<file path="src/rtl/core/assert_macros.svh">
// Assertion macros used by the top-level RTL file of the table.
`ifndef ASSERT_MACROS_SVH
`define ASSERT_MACROS_SVH
`ifndef SYNTH
`define KCIT_ASSERT_NOW(label, ante, cons) \
	label: assert property (@(posedge clk) disable iff (!arst_n) (ante) |-> (cons)) \
		else $error("assertion failed");
`define KCIT_ASSERT_NEXT(label, ante, cons) \
	label: assert property (@(posedge clk) disable iff (!arst_n) (ante) |=> (cons)) \
		else $error("assertion failed");
`else
`define KCIT_ASSERT_NOW(label, ante, cons)
`define KCIT_ASSERT_NEXT(label, ante, cons)
`endif
`endif

</file>
<file path="src/rtl/core/kcit_pkg.sv">
// Package with the types and constants of the keyed content index table.
`default_nettype none
package kcit_pkg;
	localparam int DEPTH = 32;
	localparam int NAME_BYTES = 8;
	localparam int LOC_BITS = 64;
	localparam int FIELD_W = 64;
	localparam int NAME_W = 8 * NAME_BYTES;
	localparam int IDX_W = $clog2(DEPTH);
	localparam int CNT_W = $clog2(DEPTH + 1);
	localparam int ENT_W = 2 * NAME_W + LOC_BITS;

	typedef enum logic [1:0] {
		CMD_REG    = 2'd0,
		CMD_SEARCH = 2'd1,
		CMD_DEREG  = 2'd2,
		CMD_LIST   = 2'd3
	} cmd_t;

	typedef enum logic [2:0] {
		ST_REGISTERED = 3'd0,
		ST_DUPLICATE  = 3'd1,
		ST_FULL       = 3'd2,
		ST_FOUND      = 3'd3,
		ST_NOT_FOUND  = 3'd4,
		ST_REMOVED    = 3'd5,
		ST_LIST_ENTRY = 3'd6,
		ST_LIST_EMPTY = 3'd7
	} status_t;

	typedef enum logic [2:0] {
		S_IDLE,
		S_SCAN,
		S_SHIFT,
		S_LREAD,
		S_LOUT,
		S_RESP
	} state_t;

	typedef struct packed {
		logic [NAME_W-1:0]   content;
		logic [NAME_W-1:0]   peer;
		logic [LOC_BITS-1:0] locator;
	} entry_t;

	typedef struct packed {
		status_t            status;
		logic [FIELD_W-1:0] content;
		logic [FIELD_W-1:0] peer;
		logic [FIELD_W-1:0] locator;
		logic               last;
	} result_t;

	typedef struct packed {
		logic             we;
		logic [IDX_W-1:0] waddr;
		entry_t           wdata;
		logic             re;
		logic [IDX_W-1:0] raddr;
	} ram_req_t;

	typedef struct packed {
		logic             busy;
		logic [CNT_W-1:0] count;
	} ctrl_stat_t;
endpackage
`default_nettype wire

</file>
<file path="src/rtl/core/kcit_if.sv">
// Command and result channel interfaces of the table.
`default_nettype none


interface kcit_res_if;
	logic        valid;
	logic        ready;
	logic [2:0]  status;
	logic [63:0] content_out;
	logic [63:0] peer_out;
	logic [63:0] locator_out;
	logic        last;
	modport source(output valid, status, content_out, peer_out, locator_out, last, input ready);
	modport sink(input valid, status, content_out, peer_out, locator_out, last, output ready);
endinterface
`default_nettype wire

</file>
<file path="src/rtl/core/kcit_out_reg.sv">
// Output register stage that holds one result until the sink takes it.
`default_nettype none
module kcit_out_reg (
	input  wire logic              clk,
	input  wire logic              arst_n,
	input  wire logic              in_vld,
	input  wire kcit_pkg::result_t in_res,
	output logic                   in_rdy,
	kcit_res_if.source             res
);
	import kcit_pkg::*;

	logic    vld_q;
	result_t res_q;

	assign in_rdy = !vld_q || res.ready;

	always_ff @(posedge clk or negedge arst_n) begin
		if (!arst_n) begin
			vld_q <= 1'b0;
		end else if (in_vld && in_rdy) begin
			vld_q <= 1'b1;
		end else if (res.ready) begin
			vld_q <= 1'b0;
		end
	end

	always_ff @(posedge clk) begin
		if (in_vld && in_rdy) begin
			res_q <= in_res;
		end
	end

	always_comb begin
		res.valid       = vld_q;
		res.status      = res_q.status;
		res.content_out = res_q.content;
		res.peer_out    = res_q.peer;
		res.locator_out = res_q.locator;
		res.last        = res_q.last;
	end
endmodule
`default_nettype wire

</file>
<file path="src/flat_wrapper.sv">
// flat-port wrapper written by rule: the top's interface ports become plain ports
module kcit_out_reg_flat import kcit_pkg::*;
  (clk, arst_n, in_vld, in_res, in_rdy, res_valid, res_status, res_content_out, res_peer_out, res_locator_out, res_last, res_ready);
  kcit_res_if res_i ();
  input  wire logic clk;
  input  wire logic arst_n;
  input  wire logic in_vld;
  input  wire kcit_pkg::result_t in_res;
  output logic in_rdy;
  output wire logic [$bits(res_i.valid)-1:0] res_valid;
  output wire logic [$bits(res_i.status)-1:0] res_status;
  output wire logic [$bits(res_i.content_out)-1:0] res_content_out;
  output wire logic [$bits(res_i.peer_out)-1:0] res_peer_out;
  output wire logic [$bits(res_i.locator_out)-1:0] res_locator_out;
  output wire logic [$bits(res_i.last)-1:0] res_last;
  input wire logic [$bits(res_i.ready)-1:0] res_ready;
  assign res_valid = res_i.valid;
  assign res_status = res_i.status;
  assign res_content_out = res_i.content_out;
  assign res_peer_out = res_i.peer_out;
  assign res_locator_out = res_i.locator_out;
  assign res_last = res_i.last;
  assign res_i.ready = res_ready;
  kcit_out_reg u_core (.clk(clk), .arst_n(arst_n), .in_vld(in_vld), .in_res(in_res), .in_rdy(in_rdy), .res(res_i));
endmodule
</file>
<file path="config.mk">
export PLATFORM = sky130hd
export DESIGN_NAME = kcit_out_reg_flat
export DESIGN_NICKNAME = d
export VERILOG_FILES = /design/src/rtl/core/assert_macros.svh /design/src/rtl/core/kcit_pkg.sv /design/src/rtl/core/kcit_if.sv /design/src/rtl/core/kcit_out_reg.sv /design/src/flat_wrapper.sv
export SDC_FILE = /design/constraint.sdc
export NUM_CORES = 1
export LEC_CHECK = 0
export BUFFER_PORTS_ARGS = -buffer_cell sky130_fd_sc_hd__buf_2
export CAP_MARGIN = 20
export CORE_AREA = 2 2 155 157
export CTS_CLUSTER_SIZE = 10
export DETAILED_ROUTE_END_ITERATION = 12
export DIE_AREA = 0 0 157 159
export PLACE_DENSITY = 0.63
export SLEW_MARGIN = 0
export SYNTH_ARGS = -nofsm -noshare
export SYNTH_HDL_FRONTEND = slang
export SYNTH_SLANG_ARGS = --single-unit
</file>
<file path="constraint.sdc">
create_clock -name clk -period 3.9 [get_ports clk]
set_input_delay 0.78 -clock clk [delete_from_list [all_inputs] [get_ports clk]]
set_output_delay 0.78 -clock clk [all_outputs]
set_load 0.05 [all_outputs]
</file>
== Word level (Yosys, flattened, before mapping) ==
Index checks and enable logic that the tools add are counted.
Operators by class
  multiplexer cells: 2
  reductions and logical operators: 4
Operators by type and width (count)
  two-way mux 1 bit: 2
  nonzero test 2 bit: 1
  logical AND 1 bit: 1
  zero test 1 bit: 1
  logical OR 1 bit: 1
Word-level totals
  output and inout bits: 198
  input port bits: 200
  bits in registers: 197
  word-level logic and storage cells: 12

== Logic depth before layout (Yosys ltp) ==
  depth in word-level cells: 4
  depth in mapped cells: 2
  mapped depth without buffers: 2

== Worst setup path before layout ==
No wires, ideal clock.
  path kind: in2reg
  start point: input port res_ready
  end point: register u_core.res_q, in the netlist u_core.res.content_out[0], enable pin
  buffers on the path: 0
  data required time: 3.479 ns
  arrival: 2.435 ns
  cell stages on the path: 2
  setup slack: 1.044 ns
  setup time: 0.421 ns
  cells stage by stage: nand2b_4 > and2_4
Between the ends
  word-level cells in the longest chain between the ends: 2
Ends and longest elaborated chain
  from (decl): RTL line flat_wrapper.sv:16  | input wire logic [$bits(res_i.ready)-1:0] res_ready;
  logical OR 1 bit: RTL line kcit_out_reg.sv:16  | assign in_rdy = !vld_q || res.ready;
  logical AND 1 bit: RTL line kcit_out_reg.sv:29  | if (in_vld && in_rdy) begin
  to (signal assigned): RTL line kcit_out_reg.sv:30  | res_q <= in_res;
  to (decl): RTL line kcit_out_reg.sv:14  | result_t res_q;
No other way between the ends.
A chain may end at the register's enable or synchronous reset.

== Worst setup path in the final report ==
  start point: input port res_ready
  end point: output port in_rdy
Between the ends
  word-level cells in the longest chain between the ends: 1
Ends and longest elaborated chain
  logical OR 1 bit: RTL line kcit_out_reg.sv:16
  to (decl): RTL line flat_wrapper.sv:9  | output logic in_rdy;
No other way between the ends.

==> flow_metrics.py <==
metrics = {
    "critical_path": {
        "critPathTopFamily": "buffers and inverters",
        "critPathMaxStageDelay_ns": 0.25,
        "cp_slowest_cell": "buf_2",
        "cp.arrival_ns": 1.25,
        "critical_path.max_fanout": 3,
        "crit_required_ns": 3.12,
        "start_kind": "input port",
        "cp_num_buf_inv": 2,
        "critPathCaptureType": "primary output",
        "worstSetupPathType": "input port to primary output",
        "crit_chain": "buf_2, nand2b_4, buf_2",
        "cp_common_cell": "buf_2",
    },
    "placed_design": {
        "hpwlAfterDp_um": 12000,
        "io_buffers": 397,
        "place_ws_ns": 1.50,
        "place_congestion": 0.757,
    },
    "power_and_ir_drop": {
        "seqPwrFrac_pct": 52.0,
        "p_leak_nw": 3.77,
        "power_density_nw_per_um2": 536,
        "irDropWorstVdd_uv": 226,
        "sw_frac_of_total_pct": 28.0,
        "comb_power_share_pct": 14.1,
        "p_clk_share_pct": 34.0,
        "switching_power_mw": 1.34,
        "internal-power_mw": 3.46,
    },
    "grt": {
        "grt_max_degree": 57,
        "grt.total_usage_pct": 12.1,
        "grt_pass1_vias": 3779,
        "antenna_found_initial": 1,
        "overflow": 0,
        "grt_pass1_wl_um": 21800,
    },
    "sta": {
        "worstMarginPinSlew_ns": 0.801,
        "final_max_slew_viol_count": 0,
        "period_share_pct": 52.0,
        "rsz0062_at_grt": "false",
        "fin_ws_ns": 1.87,
        "setup_violations": 0,
        "fin_skew_ns": 0.0119,
        "period_minus_slack_ns": 2.03,
        "tns_ns": 0,
        "slew-limit-headroom_pct": 46.6,
        "max_clock_freq_mhz": 493,
        "timing_hold_violations_final": 0,
    },
    "finish": {
        "nets": 824,
        "drive_above_1_share_pct": 68.7,
        "fillCellCount": 2155,
        "final_util_pct": 38.7,
        "area_delta_synth_final_pct": 51.0,
    },
    "flow_run": {
        "cap_viol_max_count": 0,
    },
    "clocking": {
        "clock_path_buffers": 2,
        "cts_tree": "yes",
        "cts.clk_slew.worst_paths_ns": 0.08,
        "cts-hold-fix-buffers": 0,
        "cts_htree_levels": 4,
        "root_buffer": "clkbuf_16",
        "cts_buffers": 17,
        "cts_setup_buffers": 0,
        "ctsResizeCount": 0,
        "clk_latency_ns": 0.42,
        "cts.sinks": 197,
    },
    "routing": {
        "wl_um": 15400,
        "num_vias": 3599,
        "ant_nets": 0,
        "vias_per_cell": 3.77,
        "drc": 0,
        "drtIter0Drc": 164,
        "drt_first_pass_iters": 4,
        "wl_per_cell_um": 16.1,
    },
    "logic_synthesis": {
        "yosys-top-cells-count": "edfxtp_1, and2_4, dfrtp_1, nand2b_1, nand2b_4",
        "yosys_warnings": 0,
        "synth_edf_count": 196,
        "synth-seq-cells": 197,
        "synth_cell_types": 5,
        "synth_ff_type": "edfxtp_1",
        "syn-cell-area_um2": 5940,
        "syn_area_per_cell_um2": 29.7,
        "yosys-top-cells-area": "edfxtp_1, dfrtp_1, nand2b_4",
        "yosysSeqAreaShare_pct": 99.5,
        "netlist_instances": 200,
        "synthArstFlopShare_pct": 0.508,
        "synth_fp_nets": 400,
        "synth_top_cell_area_share_pct": 99.1,
        "synth_largest_area_cell": "edfxtp_1",
        "synth_most_common_cell": "edfxtp_1",
    },
    "status": {
        "status": "finished clean",
    },
    "hold_path": {
        "min_path_type": "input port to async pin",
    },
    "floorplanning": {
        "start_util_pct": 25.6,
        "die_h_um": 159,
        "die_w_um": 157,
        "rows": 56,
        "core_area_um2": 23200,
        "pin_count": 398,
        "dieArea_um2": 25000,
    },
}
[final timing paths]
kind	from	to	slack [ns]	cells after the start
min reg2reg	u_core.res.valid	u_core.res.valid	0.56	2
max in group asynchronous	arst_n	u_core.res.valid	3.70	1
min	arst_n	u_core.res.valid	0.11	1
max	res_ready	in_rdy	1.87	3
min in group clk	in_res[175]	u_core.res.content_out[46]	0.52	1
max reg2reg	u_core.res.valid	u_core.res.content_out[3]	2.03	3
[registers in the layout, summed over array words and instances, names as in the netlist]
name                    count
u_core.res.status           3
u_core.res.last             1
u_core.res.valid            1
u_core.res.locator_out     64
u_core.res.content_out     64
u_core.res.peer_out        64
[cell usage in the layout (no fill, tap or decap)]
cell type / synthesis / final
dfrtp_1: 1 / 1
clkbuf_1: 0 / 1
edfxtp_1: 196 / 196
diode_2: 0 / 1
buf_12: 0 / 3
inv_6: 0 / 4
buf_4: 0 / 5
and2_4: 1 / 1
buf_2: 0 / 397
nand2b_1: 1 / 1
inv_8: 0 / 3
clkinv_4: 0 / 4
clkinvlp_4: 0 / 1
clkbuf_16: 0 / 17
nand2b_4: 1 / 1
[worst register-to-register path: stages (launching register included)]
cell and delay [ns]:
dfrtp_1 0.42, nand2b_4 0.09, and2_4 0.68, buf_12 0.35
[logic make-up after synthesis]
logic type / share of synthesized area [%]
flip-flops: 99.5
AND/OR/NAND/NOR: 0.485
[layer usage]
| metal | up-vias | global-route usage (%) | wire [um] |
|---|---|---|---|
| met5 | - | 0 | 0 |
| met4 | 0 | 4.17 | 180 |
| met3 | 12 | 6.10 | 1660 |
| met2 | 225 | 21.0 | 7950 |
| met1 | 1701 | 12.4 | 5590 |
| li1 | 1661 | - | - |
[area by class of cell]
type | count | area (um^2) | share of cell area, %
tap | 319 | 399 | 4.45
sequential | 197 | 5910 | 65.9
clock buffer | 18 | 429 | 4.79
antenna | 1 | 2.50 | 0.0279
timing repair buffer | 405 | 2080 | 23.2
multi-input combinational | 3 | 28.8 | 0.321
clock inverter | 12 | 111 | 1.24
[power groups by stage]
stage	clock network (mW)	registers, mW	logic [mW]
6_report	1.63	2.50	0.675
2_1_floorplan	0	2.94	0.0423
3_5_place_dp	0	2.54	0.682
3_3_place_gp	0	2.54	0.676
5_1_grt	1.77	2.51	0.704
4_1_cts	1.70	2.50	0.682
[per-stage QoR]
stage                     std cells  total power, mW  hold WS, ns  instance area [um^2]
after floorplan                 200             2.99        0.484                  5940
after global placement          924             3.22        0.522                  8420
after detailed placement        924             3.23        0.549                  8420
after CTS                       954             4.88       0.0766                  8960
after global routing            954             4.98       0.0773                  8960
final                           955             4.80        0.113                  8970
(Power assumes the default switching activity.)
