### src/rtl/core/assert_macros.svh
// Assertion macros used by the top-level RTL file of the table.
`ifndef ASSERT_MACROS_SVH
`define ASSERT_MACROS_SVH
`ifndef SYNTH
`define KCIT_ASSERT_NOW(label, ante, cons) \
	label: assert property (@(posedge clk) disable iff (!arst_n) (ante) |-> (cons)) \
		else $error("assertion failed");
`define KCIT_ASSERT_NEXT(label, ante, cons) \
	label: assert property (@(posedge clk) disable iff (!arst_n) (ante) |=> (cons)) \
		else $error("assertion failed");
`else
`define KCIT_ASSERT_NOW(label, ante, cons)
`define KCIT_ASSERT_NEXT(label, ante, cons)
`endif
`endif

### src/rtl/core/kcit_ram.sv
// Generic single-port-write, single-port-read RAM with registered read data.
`default_nettype none
module kcit_ram #(
	parameter int WIDTH = 8,
	parameter int DEPTH = 16
) (
	input  wire logic                     clk,
	input  wire logic                     we,
	input  wire logic [$clog2(DEPTH)-1:0] waddr,
	input  wire logic [WIDTH-1:0]         wdata,
	input  wire logic                     re,
	input  wire logic [$clog2(DEPTH)-1:0] raddr,
	output logic      [WIDTH-1:0]         rdata
);
	logic [WIDTH-1:0] mem_q [DEPTH];

	always_ff @(posedge clk) begin
		if (we) begin
			mem_q[waddr] <= wdata;
		end
		if (re) begin
			rdata <= mem_q[raddr];
		end
	end
endmodule
`default_nettype wire

### config.mk
export PLATFORM = sky130hd
export DESIGN_NAME = kcit_ram
export DESIGN_NICKNAME = d
export VERILOG_FILES = /design/src/rtl/core/assert_macros.svh /design/src/rtl/core/kcit_ram.sv
export SDC_FILE = /design/constraint.sdc
export NUM_CORES = 1
export LEC_CHECK = 0
export ABC_CLOCK_PERIOD_IN_PS = 2090
export BUFFER_PORTS_ARGS = -buffer_cell sky130_fd_sc_hd__buf_4
export CORE_ASPECT_RATIO = 0.8
export CORE_MARGIN = 2
export CORE_UTILIZATION = 40
export DETAILED_ROUTE_END_ITERATION = 8
export PLACE_DENSITY = 0.67
export SETUP_SLACK_MARGIN = 0.3
export SYNTH_ARGS = -nofsm -noshare
export SYNTH_HDL_FRONTEND = slang
export SYNTH_SLANG_ARGS = --single-unit
### constraint.sdc
create_clock -name clk -period 2.09 [get_ports clk]
set_input_delay 0.3135 -clock clk [delete_from_list [all_inputs] [get_ports clk]]
set_output_delay 0.3135 -clock clk [all_outputs]
set_load 0.03 [all_outputs]
# After elaboration in Yosys (flattened, before gate mapping)
# Memories as Yosys holds them, arrays and structs flattened. A register that Yosys moved wholly into a read port is not among the register bits.
# Index checks and enable logic that the tools add are counted.
# op_classes
n_mux	2
# ops
operator	count
$mux W1	2
# word_totals
reg_bits	0
mem_bits_rw	128
input_bits	19
wordCells	3
n_memories	1
# memory_table
memory	depth	width	rd	rd_clocked_by_memory_dff	wr	line_no	text
mem_q	16	8	1	1	1	kcit_ram.sv:15	logic [WIDTH-1:0] mem_q [DEPTH];

# Depth between registers and ports, before layout
# Gate-level depths: netlist (run 1).
# depth
depth_word	2
ltp_mapped	5
ltp_nobuf	3

# Worst setup path after synthesis (run 1)
# OpenSTA, ideal clock, no wires.
# synth_path
path_type	input to register
from	input waddr[2]
to	memory mem_q[0][0], enable pin
setup_ns	0.383
arrival_ns	1.423
required_time_ns	1.707
setup_slack_ns	0.284
stages	2
n_path_buf	0
path_cell_list	or3b_2 > nor3_1
# synth_rtl
element	line_no	text
start, declared	kcit_ram.sv:9	input wire logic [$clog2(DEPTH)-1:0] waddr,
end, declared	kcit_ram.sv:15	
# Straight into the memory's write port.

==> metrics.md, run 1 <==
| Metric | Value |
|---|---|
| Status | `completed` |
| Hold buffers post-CTS | `0` |
| Leak pwr | `2.137 nW` |
| Non-filler cells, final | `472` |
| Buffers on Ports | `26` |
| Vias in the first global route | `2590` |
| Cells after Synth | `229` |
| Die Ht | `106.3 um` |
| Clock sink count | `136` |
| Area leader, netlist | `edfxtp_1` |
| Num CTS Buffers | `17` |
| H-tree levels | `4` |
| Fill cells | `1049` |
| Core area | `12820 um2` |
| Layout cells sized above 1 | `0.3131` |
| Crit path kind | `register to register` |
| Metal-1 WL | `4.554 mm` |
| Drt pass-1 iters | `4` |
| Commonest non-fill, non-tap cells in the layout | `edfxtp_1 (136), buf_4 (46), mux4_2 (18)` |
| Routed met2 length | `4.830 mm` |
| Worst-Skew Late Latency | `0.41 ns` |
| Inst Count DP | `441` |
| Global placement routability congestion | `0.7314` |
| Crit path max fanout | `1` |
| DR DRC count | `0` |
| GR Overflow Total | `0` |
| Drt initial violations | `315` |
| Synth top area cells | `edfxtp_1 (78%), mux4_2 (7.8%), mux4_1 (7.0%)` |
| Final Worst Setup Slack | `0.6291 ns` |
| Slew @ Worst Pin | `0.5146 ns` |
| Die Width | `131.8 um` |
| Post-DP HPWL | `6.529 mm` |
| Root buffer cell | `clkbuf_16` |
| Design Power | `6.397 mW` |
| DIE AREA | `14000 um2` |
| Fmax achieved | `684.5 MHz` |
| Wire length on met3 | `675 um` |
| Vias/cell | `5.193` |
| Global-route wire length before repair | `15.59 mm` |
| TNS Setup | `0 ns` |
| FP Rows | `37` |
| Data required, critical path | `2.25 ns` |
| Clock transition at path regs | `0.06 ns` |
| Post-CTS Setup Bufs | `0` |
| Initial Util | `0.4076` |
| Final hold vios | `0` |
| WP data arrival | `1.62 ns` |
| Pin count of the biggest net entering global routing | `33` |
| Uppermost layer routed | `met4` |
| HP Class | `input port to register` |
| WL/cell | `21.43 um` |
| Mapped Nets | `248` |
| Vias | `2451` |
| Post-place setup slack | `0.2201 ns` |
| Final ANT Viol Nets | `0` |
| CTS resizes | `0` |
| Synth top area share | `0.7812` |
| Register area share after synthesis | `0.7812` |
| Synthesis Warnings | `0` |
| Pwr dens | `1012 nW/um2` |
| Clock buffer depth | `2` |
| ANT cells | `0` |
| Fin Hold WS | `0.2082 ns` |
| Final Critical Period | `1.461 ns` |
| Slew margin rel. | `0.6557` |
| TritonCTS clock tree | `done` |
| Post-synthesis cell area | `5228 um2` |
| RSZ-0062 raised after global routing | `false` |
| Peak VDD IR | `0.0004748 V` |
| Drt total wl | `10.11 mm` |
| Distinct cells, synth | `18` |
| Fin crit share | `0.6990` |
| Fin. max-slew vios | `0` |
| Commonest non-fill, non-tap cell in the layout | `edfxtp_1` |
| Synth Register Bits | `136` |
| Nets | `304` |
| Initial antenna violation count | `0` |
| P&R area growth vs syn | `20.94%` |
| Average size of a mapped cell | `22.83 um2` |
| Top Ports | `27` |
| Max cap viols | `0` |
| Startpoint types | `register` |
| Gr usage total | `0.1589` |
| Setup crit end kind | `register` |
| Final Setup Violations | `0` |
| Fin Clk Skew | `0.009249 ns` |
[metal layers]
layer / vias to the layer above / GRT usage
li1: 1097 / -
met1: 1274 / 0.2203
met2: 76 / 0.2334
met3: 4 / 0.05532
met4: 0 / 0.05978
met5: - / 0
[flip-flops by register name, summed over array words and instances, names as in the netlist]
name / count
rdata: 8
mem_q: 128
[final timing paths]
path	end	slack [ns]	startpoint	depth (start not counted)
worst max-delay path	rdata[2]	0.63	mem_q[6][2]	3
worst max register to register	rdata[2]	0.63	mem_q[6][2]	3
worst min register to register	rdata[3]	0.76	mem_q[7][3]	3
worst min-delay path	mem_q[1][7]	0.21	wdata[7]	1
[worst max-delay path: stages, from the launching register on]
cell and delay (ns):
edfxtp_1 0.39, mux4_1 0.56, a22oi_1 0.18, nand2_1 0.07
[cell families after synthesis]
group / synth area share
AO/OA/AOI/OAI: 0.02298
buffers and inverters: 0.01651
flip-flops: 0.7812
multiplexers: 0.1479
AND/OR/NAND/NOR: 0.03136
[cell usage after synthesis]
master             n
clkdlybuf4s25_2    3
and2b_1            1
and2_1             1
buf_2              3
nor2_1            13
a22oi_1           16
nor2b_1            1
buf_6              3
or3b_2             1
nand3b_1           2
mux4_2            18
nand2_1            9
nand2b_1           2
mux4_1            14
nor3_1             4
nand3_1            1
edfxtp_1         136
buf_4              1
[power breakdown]
part,leakage (nW),internal [mW],switching (mW)
clock,0.288,1.97,1.01
combinational,0.612,0.137,0.183
sequential,1.24,3.08,0.0176
total,2.14,5.18,1.21
[layout make-up]
cell class	instances	area, um2	area share
clock inverter	11	155.1	0.02454
clock buffer	20	436.7	0.06907
multi-input combinational	83	1062	0.1680
sequential	136	4084	0.6460
timing repair buffer	47	365.4	0.05779
tap	175	219.0	0.03463
[metrics by stage]
| step | utilization | instance area [um2] |
|---|---|---|
| floorplan | - | 5233 |
| global placement | 0.4469 | 5731 |
| detailed placement | 0.4469 | 5731 |
| CTS | 0.4930 | 6322 |
| global route | 0.4930 | 6322 |
| finish | 0.4930 | 6322 |
No activity file was read; power rests on OpenSTA's default activity.
==> inputs of run 2 (changes only) <==
Settings changed: ABC_CLOCK_PERIOD_IN_PS 2090 to 1200, PLACE_DENSITY 0.67 to 0.69.
Clock period 2.09 ns to 1.2 ns, I/O delays scaled along.
==> run 2 against run 1 <==
Effect of this change:
- the run now ends with setup timing left
- combinational power up 130%
- wire length about the same
- sequential power increased by 74%
- critical path depth did not move
- clock skew fell by 0.00071 ns
- via count up 3.5%
- worst setup slack worse by 0.80 ns
- sequential cell count unchanged
- highest routed layer unchanged
==> metrics.md, run 2 (same netlist as run 1, synthesis figures left out) <==
| Metric | Value |
|---|---|
| Drt total wl | `10.12 mm (about the same)` |
| R2R cell count | `3 (unchanged)` |
| Post-place setup slack | `-0.4453 ns (-0.6654 ns)` |
| Commonest non-fill, non-tap cell in the layout | `edfxtp_1` |
| P&R area growth vs syn | `32.96%` |
| Gr usage total | `0.1602 (+0.001358)` |
| Fin Hold WS | `0.06727 ns (-0.1409 ns)` |
| Fmax achieved | `727.3 MHz (+6.3%)` |
| Status | `complete, but fails checks` |
| Regs by FF count | `mem_q: 128 flops, rdata: 8 flops` |
| R2R Setup Slk | `-0.17 ns (-0.80 ns)` |
| Leak pwr | `2.292 nW (+7.2%)` |
| RSZ-0062 raised after global routing | `true` |
| Post-DP HPWL | `6.847 mm (+4.9%)` |
| Worst-Skew Late Latency | `0.41 ns (about the same)` |
| Final Instance Area | `6950 um2 (+9.9%)` |
| Fin crit share | `1.146 (+0.4467)` |
| Max cap viols | `0 (unchanged)` |
| Worst Path Buf+Inv | `0 (unchanged)` |
| Max reg flops | `128 (unchanged)` |
| Vias in the first global route | `2752 (+6.3%)` |
| Largest reg by FF count | `mem_q` |
| WP data arrival | `1.53 ns (-0.09 ns)` |
| FP Rows | `37 (unchanged)` |
| Slew @ Worst Pin | `0.9336 ns (+0.4190 ns)` |
| Root buffer cell | `clkbuf_16` |
| Startpoint types | `register` |
| Final core utilization | `0.5420 (+0.04898)` |
| HP Class | `input port to register` |
| Final Critical Period | `1.375 ns (-0.08604 ns)` |
| Failing checks | `setup timing` |
| Final Setup Violations | `8 (+8)` |
| Final ANT Viol Nets | `0 (unchanged)` |
| Top Ports | `27 (unchanged)` |
| TritonCTS clock tree | `done` |
| Worst Hold End | `mem_q[9][4]` |
| Num CTS Buffers | `17 (unchanged)` |
| Drt initial violations | `250 (-21%)` |
| Pwr dens | `1641 nW/um2 (+62%)` |
| Top delay family on crit path | `multiplexers` |
| Drt pass-1 iters | `4 (unchanged)` |
| Inst Count DP | `457 (+3.6%)` |
| Final hold vios | `0 (unchanged)` |
| Hold Startpoint | `wdata[4]` |
| CP max-delay cell | `mux4_2` |
| H-tree levels | `4 (unchanged)` |
| Crit path max fanout | `1 (unchanged)` |
| Non-filler cells, final | `492 (+4.2%)` |
| Global placement routability congestion | `0.7234 (-1.1%)` |
| ANT cells | `0 (unchanged)` |
| Pin count of the biggest net entering global routing | `17 (-48%)` |
| Max stage delay on crit path | `0.50 ns (-0.06 ns)` |
| GR Overflow Total | `0 (unchanged)` |
| Vias | `2536 (+3.5%)` |
| Clock transition at path regs | `0.06 ns (about the same)` |
| Data required, critical path | `1.36 ns (-0.89 ns)` |
| Nets | `323 (+6.3%)` |
| TNS Setup | `-1.244 ns (-1.244 ns)` |
| Peak VDD IR | `0.001005 V (+110%)` |
| Fin. max-slew vios | `0 (unchanged)` |
| Die Ht | `106.3 um (unchanged)` |
| Final Worst Setup Slack | `-0.1749 ns (-0.8040 ns)` |
| Vias/cell | `5.154 (-0.74%)` |
| Global-route wire length before repair | `16.10 mm (+3.3%)` |
| Die Width | `131.8 um (unchanged)` |
| Setup crit end kind | `register` |
| Initial antenna violation count | `0 (unchanged)` |
| Layout cells sized above 1 | `0.5016 (+0.1884)` |
| Crit path cell chain | `mux4_2, a22oi_2, nand2_1` |
| Area post-placement | `6202 um2 (+8.2%)` |
| DR DRC count | `0 (unchanged)` |
| DIE AREA | `14000 um2 (unchanged)` |
| Hold path depth | `1 (unchanged)` |
| Commonest non-fill, non-tap cells in the layout | `edfxtp_1 (136), mux4_2 (32), buf_4 (31)` |
| Clock buffer depth | `2 (unchanged)` |
| Slew margin rel. | `0.3763 (-0.2793)` |
| Core area | `12820 um2 (unchanged)` |
| Clock sink count | `136 (unchanged)` |
| WL/cell | `20.57 um (-4.0%)` |
| Buffers on Ports | `26 (unchanged)` |
| Fin Clk Skew | `0.008537 ns (-0.0007118 ns)` |
| Reg-to-Reg Start | `mem_q[11][2]` |
| Crit path kind | `register to register` |
| Initial Util | `0.4076 (unchanged)` |
| Hold buffers post-CTS | `0 (unchanged)` |
| Design Power | `11.41 mW (+78%)` |
| Worst r2r dst | `rdata[2]` |
==> run 2: power breakdown <==
group | total [mW] | switching, mW | internal (mW) | leakage, nW
clock | 5.27 | 1.83 | 3.44 | 0.295
combinational | 0.747 | 0.383 | 0.364 | 0.761
sequential | 5.39 | 0.0342 | 5.36 | 1.24
==> run 2: worst max path at each step <==
stage	slack (ns)	from	cells past startpoint	end
after global routing	-0.23	mem_q[8][1]	3	rdata[1]
after detailed placement	-0.45	raddr[0]	5	rdata[1]
after floorplan	-0.18	raddr[0]	5	rdata[1]
after global placement	-0.45	raddr[0]	5	rdata[1]
after CTS	-0.18	mem_q[15][5]	3	rdata[5]
final	-0.17	mem_q[11][2]	3	rdata[2]
==> run 2: layout make-up <==
class | instances | area (um2)
repair buffers | 66 | 810.8
multi-input cells | 83 | 1227
clock inverters | 15 | 183.9
well taps | 175 | 219.0
fillers | 975 | 5873
clock buffers | 17 | 425.4
flip-flops and latches | 136 | 4084
==> run 2: metal layers <==
layer | up-vias | part of all wire | GRT usage
li1 | 1116 | - | -
met1 | 1342 | 0.43 | 0.2155
met2 | 74 | 0.50 | 0.2502
met3 | 4 | 0.059 | 0.04816
met4 | 0 | 0.0045 | 0.05823
met5 | - | 0 | 0
==> run 2: timing repair <==
item,in CTS,in global routing
pin swaps,10,7
gates resized for setup,23,3
setup buffers,2,1
setup endpoints to repair,88,88
hold endpoints to repair,0,0
==> inputs of run 3 (changes only) <==
Settings changed: ABC_CLOCK_PERIOD_IN_PS 1200 to 1700, PLACE_DENSITY 0.69 to 0.67.
Clock period 1.2 ns to 1.7 ns, I/O delays scaled along.
==> run 3 against run 2 <==
Effect of this change:
- the flow now finishes without violations
- via count is 1.0% lower
- sequential power is 29% lower
- clock power is 29% lower
- critical path depth stayed put
- largest power group unchanged
- highest routed layer unchanged
- register-to-register slack better by 0.43 ns
==> metrics.md, run 3 (same netlist as run 1, synthesis figures left out) <==
| Metric | Value |
|---|---|
| Slew @ Worst Pin | `0.7548 ns (-0.1788 ns)` |
| Clock transition at path regs | `0.06 ns (about the same)` |
| Clock sink count | `136 (unchanged)` |
| Fmax achieved | `691.5 MHz (-4.9%)` |
| Area post-placement | `5777 um2 (-6.9%)` |
| TNS Setup | `0 ns (+1.244 ns)` |
| Max cap viols | `0 (unchanged)` |
| Status | `completed` |
| ANT cells | `0 (unchanged)` |
| Hold buffers post-CTS | `0 (unchanged)` |
| WL/cell | `21.16 um (+2.9%)` |
| Drt initial violations | `218 (-13%)` |
| Die Width | `131.8 um (unchanged)` |
| Commonest non-fill, non-tap cell in the layout | `edfxtp_1` |
| Fin Hold WS | `0.1568 ns (+0.08949 ns)` |
| Post-place setup slack | `-0.02510 ns (+0.4202 ns)` |
| Initial Util | `0.4076 (unchanged)` |
| Non-filler cells, final | `481 (-2.2%)` |
| Final ANT Viol Nets | `0 (unchanged)` |
| Max reg flops | `128 (unchanged)` |
| Die Ht | `106.3 um (unchanged)` |
| Fin. max-slew vios | `0 (unchanged)` |
| DIE AREA | `14000 um2 (unchanged)` |
| FP Rows | `37 (unchanged)` |
| Nets | `312 (-3.4%)` |
| Post-CTS Setup Bufs | `0 (-2)` |
| P&R area growth vs syn | `22.55%` |
| Root buffer cell | `clkbuf_16` |
| Peak VDD IR | `0.0007180 V (-29%)` |
| Largest reg by FF count | `mem_q` |
| Data required, critical path | `1.86 ns (+0.50 ns)` |
| Gr usage total | `0.1597 (-0.0004860)` |
| Final core utilization | `0.4996 (-0.04244)` |
| GR Overflow Total | `0 (unchanged)` |
| Worst-Skew Late Latency | `0.41 ns (about the same)` |
| Final Worst Setup Slack | `0.2539 ns (+0.4288 ns)` |
| Design Power | `7.974 mW (-30%)` |
| Initial antenna violation count | `0 (unchanged)` |
| Commonest non-fill, non-tap cells in the layout | `edfxtp_1 (136), buf_4 (52), mux4_2 (31)` |
| Vias in the first global route | `2597 (-5.6%)` |
| Startpoint types | `register` |
| Vias/cell | `5.218 (+1.2%)` |
| HP Class | `input port to register` |
| Final Setup Violations | `0 (-8)` |
| Leak pwr | `2.133 nW (-6.9%)` |
| Pwr dens | `1245 nW/um2 (-24%)` |
| Final Instance Area | `6406 um2 (-7.8%)` |
| Top Ports | `27 (unchanged)` |
| Clock buffer depth | `2 (unchanged)` |
| Setup crit end kind | `register` |
| Buffers on Ports | `26 (unchanged)` |
| DR DRC count | `0 (unchanged)` |
| Final Critical Period | `1.446 ns (+0.07125 ns)` |
| H-tree levels | `4 (unchanged)` |
| Post-DP HPWL | `6.809 mm (-0.54%)` |
| Global placement routability congestion | `0.7601 (+5.1%)` |
| RSZ-0062 raised after global routing | `true` |
| Crit path max fanout | `1 (unchanged)` |
| Num CTS Buffers | `17 (unchanged)` |
| WP data arrival | `1.60 ns (+0.07 ns)` |
| Drt total wl | `10.18 mm (+0.56%)` |
| Fin crit share | `0.8507 (-0.2951)` |
| Slew margin rel. | `0.4958 (+0.1194)` |
| Global-route wire length before repair | `15.92 mm (-1.2%)` |
| Fin Clk Skew | `0.006815 ns (-0.001722 ns)` |
| Core area | `12820 um2 (unchanged)` |
| Drt pass-1 iters | `4 (unchanged)` |
| Crit path kind | `register to register` |
| Final hold vios | `0 (unchanged)` |
| TritonCTS clock tree | `done` |
| Fill cells | `1021 (+4.7%)` |
| Vias | `2510 (-1.0%)` |
| Pin count of the biggest net entering global routing | `18 (+1)` |
| Layout cells sized above 1 | `0.3987 (-0.1029)` |
| Regs by FF count | `mem_q: 128 flops, rdata: 8 flops` |
| Inst Count DP | `449 (-1.8%)` |
## run 3: worst max-delay path: stages, from the launching register on
cell and delay, ns:
edfxtp_1 0.39, mux4_2 0.51, a22oi_2 0.21, nand2_1 0.08
## run 3: power breakdown
group          switching (mW)  total [mW]  internal [mW]  leakage (nW)
Combinational           0.235       0.425          0.190         0.612
Sequential             0.0250        3.80           3.78          1.24
Clock                    1.32        3.74           2.42         0.285
## run 3: worst paths after layout
kind | start | endpoint | slack (ns) | depth (start not counted)
worst min-delay path | wdata[0] | mem_q[0][0] | 0.16 | 1
worst min register to register | mem_q[8][2] | rdata[2] | 0.76 | 3
worst max-delay path | mem_q[11][0] | rdata[0] | 0.25 | 3
worst max register to register | mem_q[11][0] | rdata[0] | 0.25 | 3
## run 3: what timing repair did
action	in CTS	in global routing
setup endpoints to repair	4	8
gates resized for setup	3	1
gates cloned	0	0
## run 3: layout make-up
class                           count  area, um2  share of cell area
Sequential cell                   136       4084              0.6375
Multi-Input combinational cell     83       1044              0.1629
Timing Repair Buffer               55      450.4             0.07031
Clock buffer                       17      425.4             0.06641
Tap cell                          175      219.0             0.03418
Clock inverter                     15      183.9             0.02871
## run 3: metal layers
layer,GRT usage,vias up,routed length (um),share of wire
met3,0.05436,10,775,0.076
met1,0.2217,1317,4395,0.43
li1,-,1098,-,-
met5,0,-,0,0
met2,0.2420,85,4903,0.48
met4,0.04736,0,104,0.010
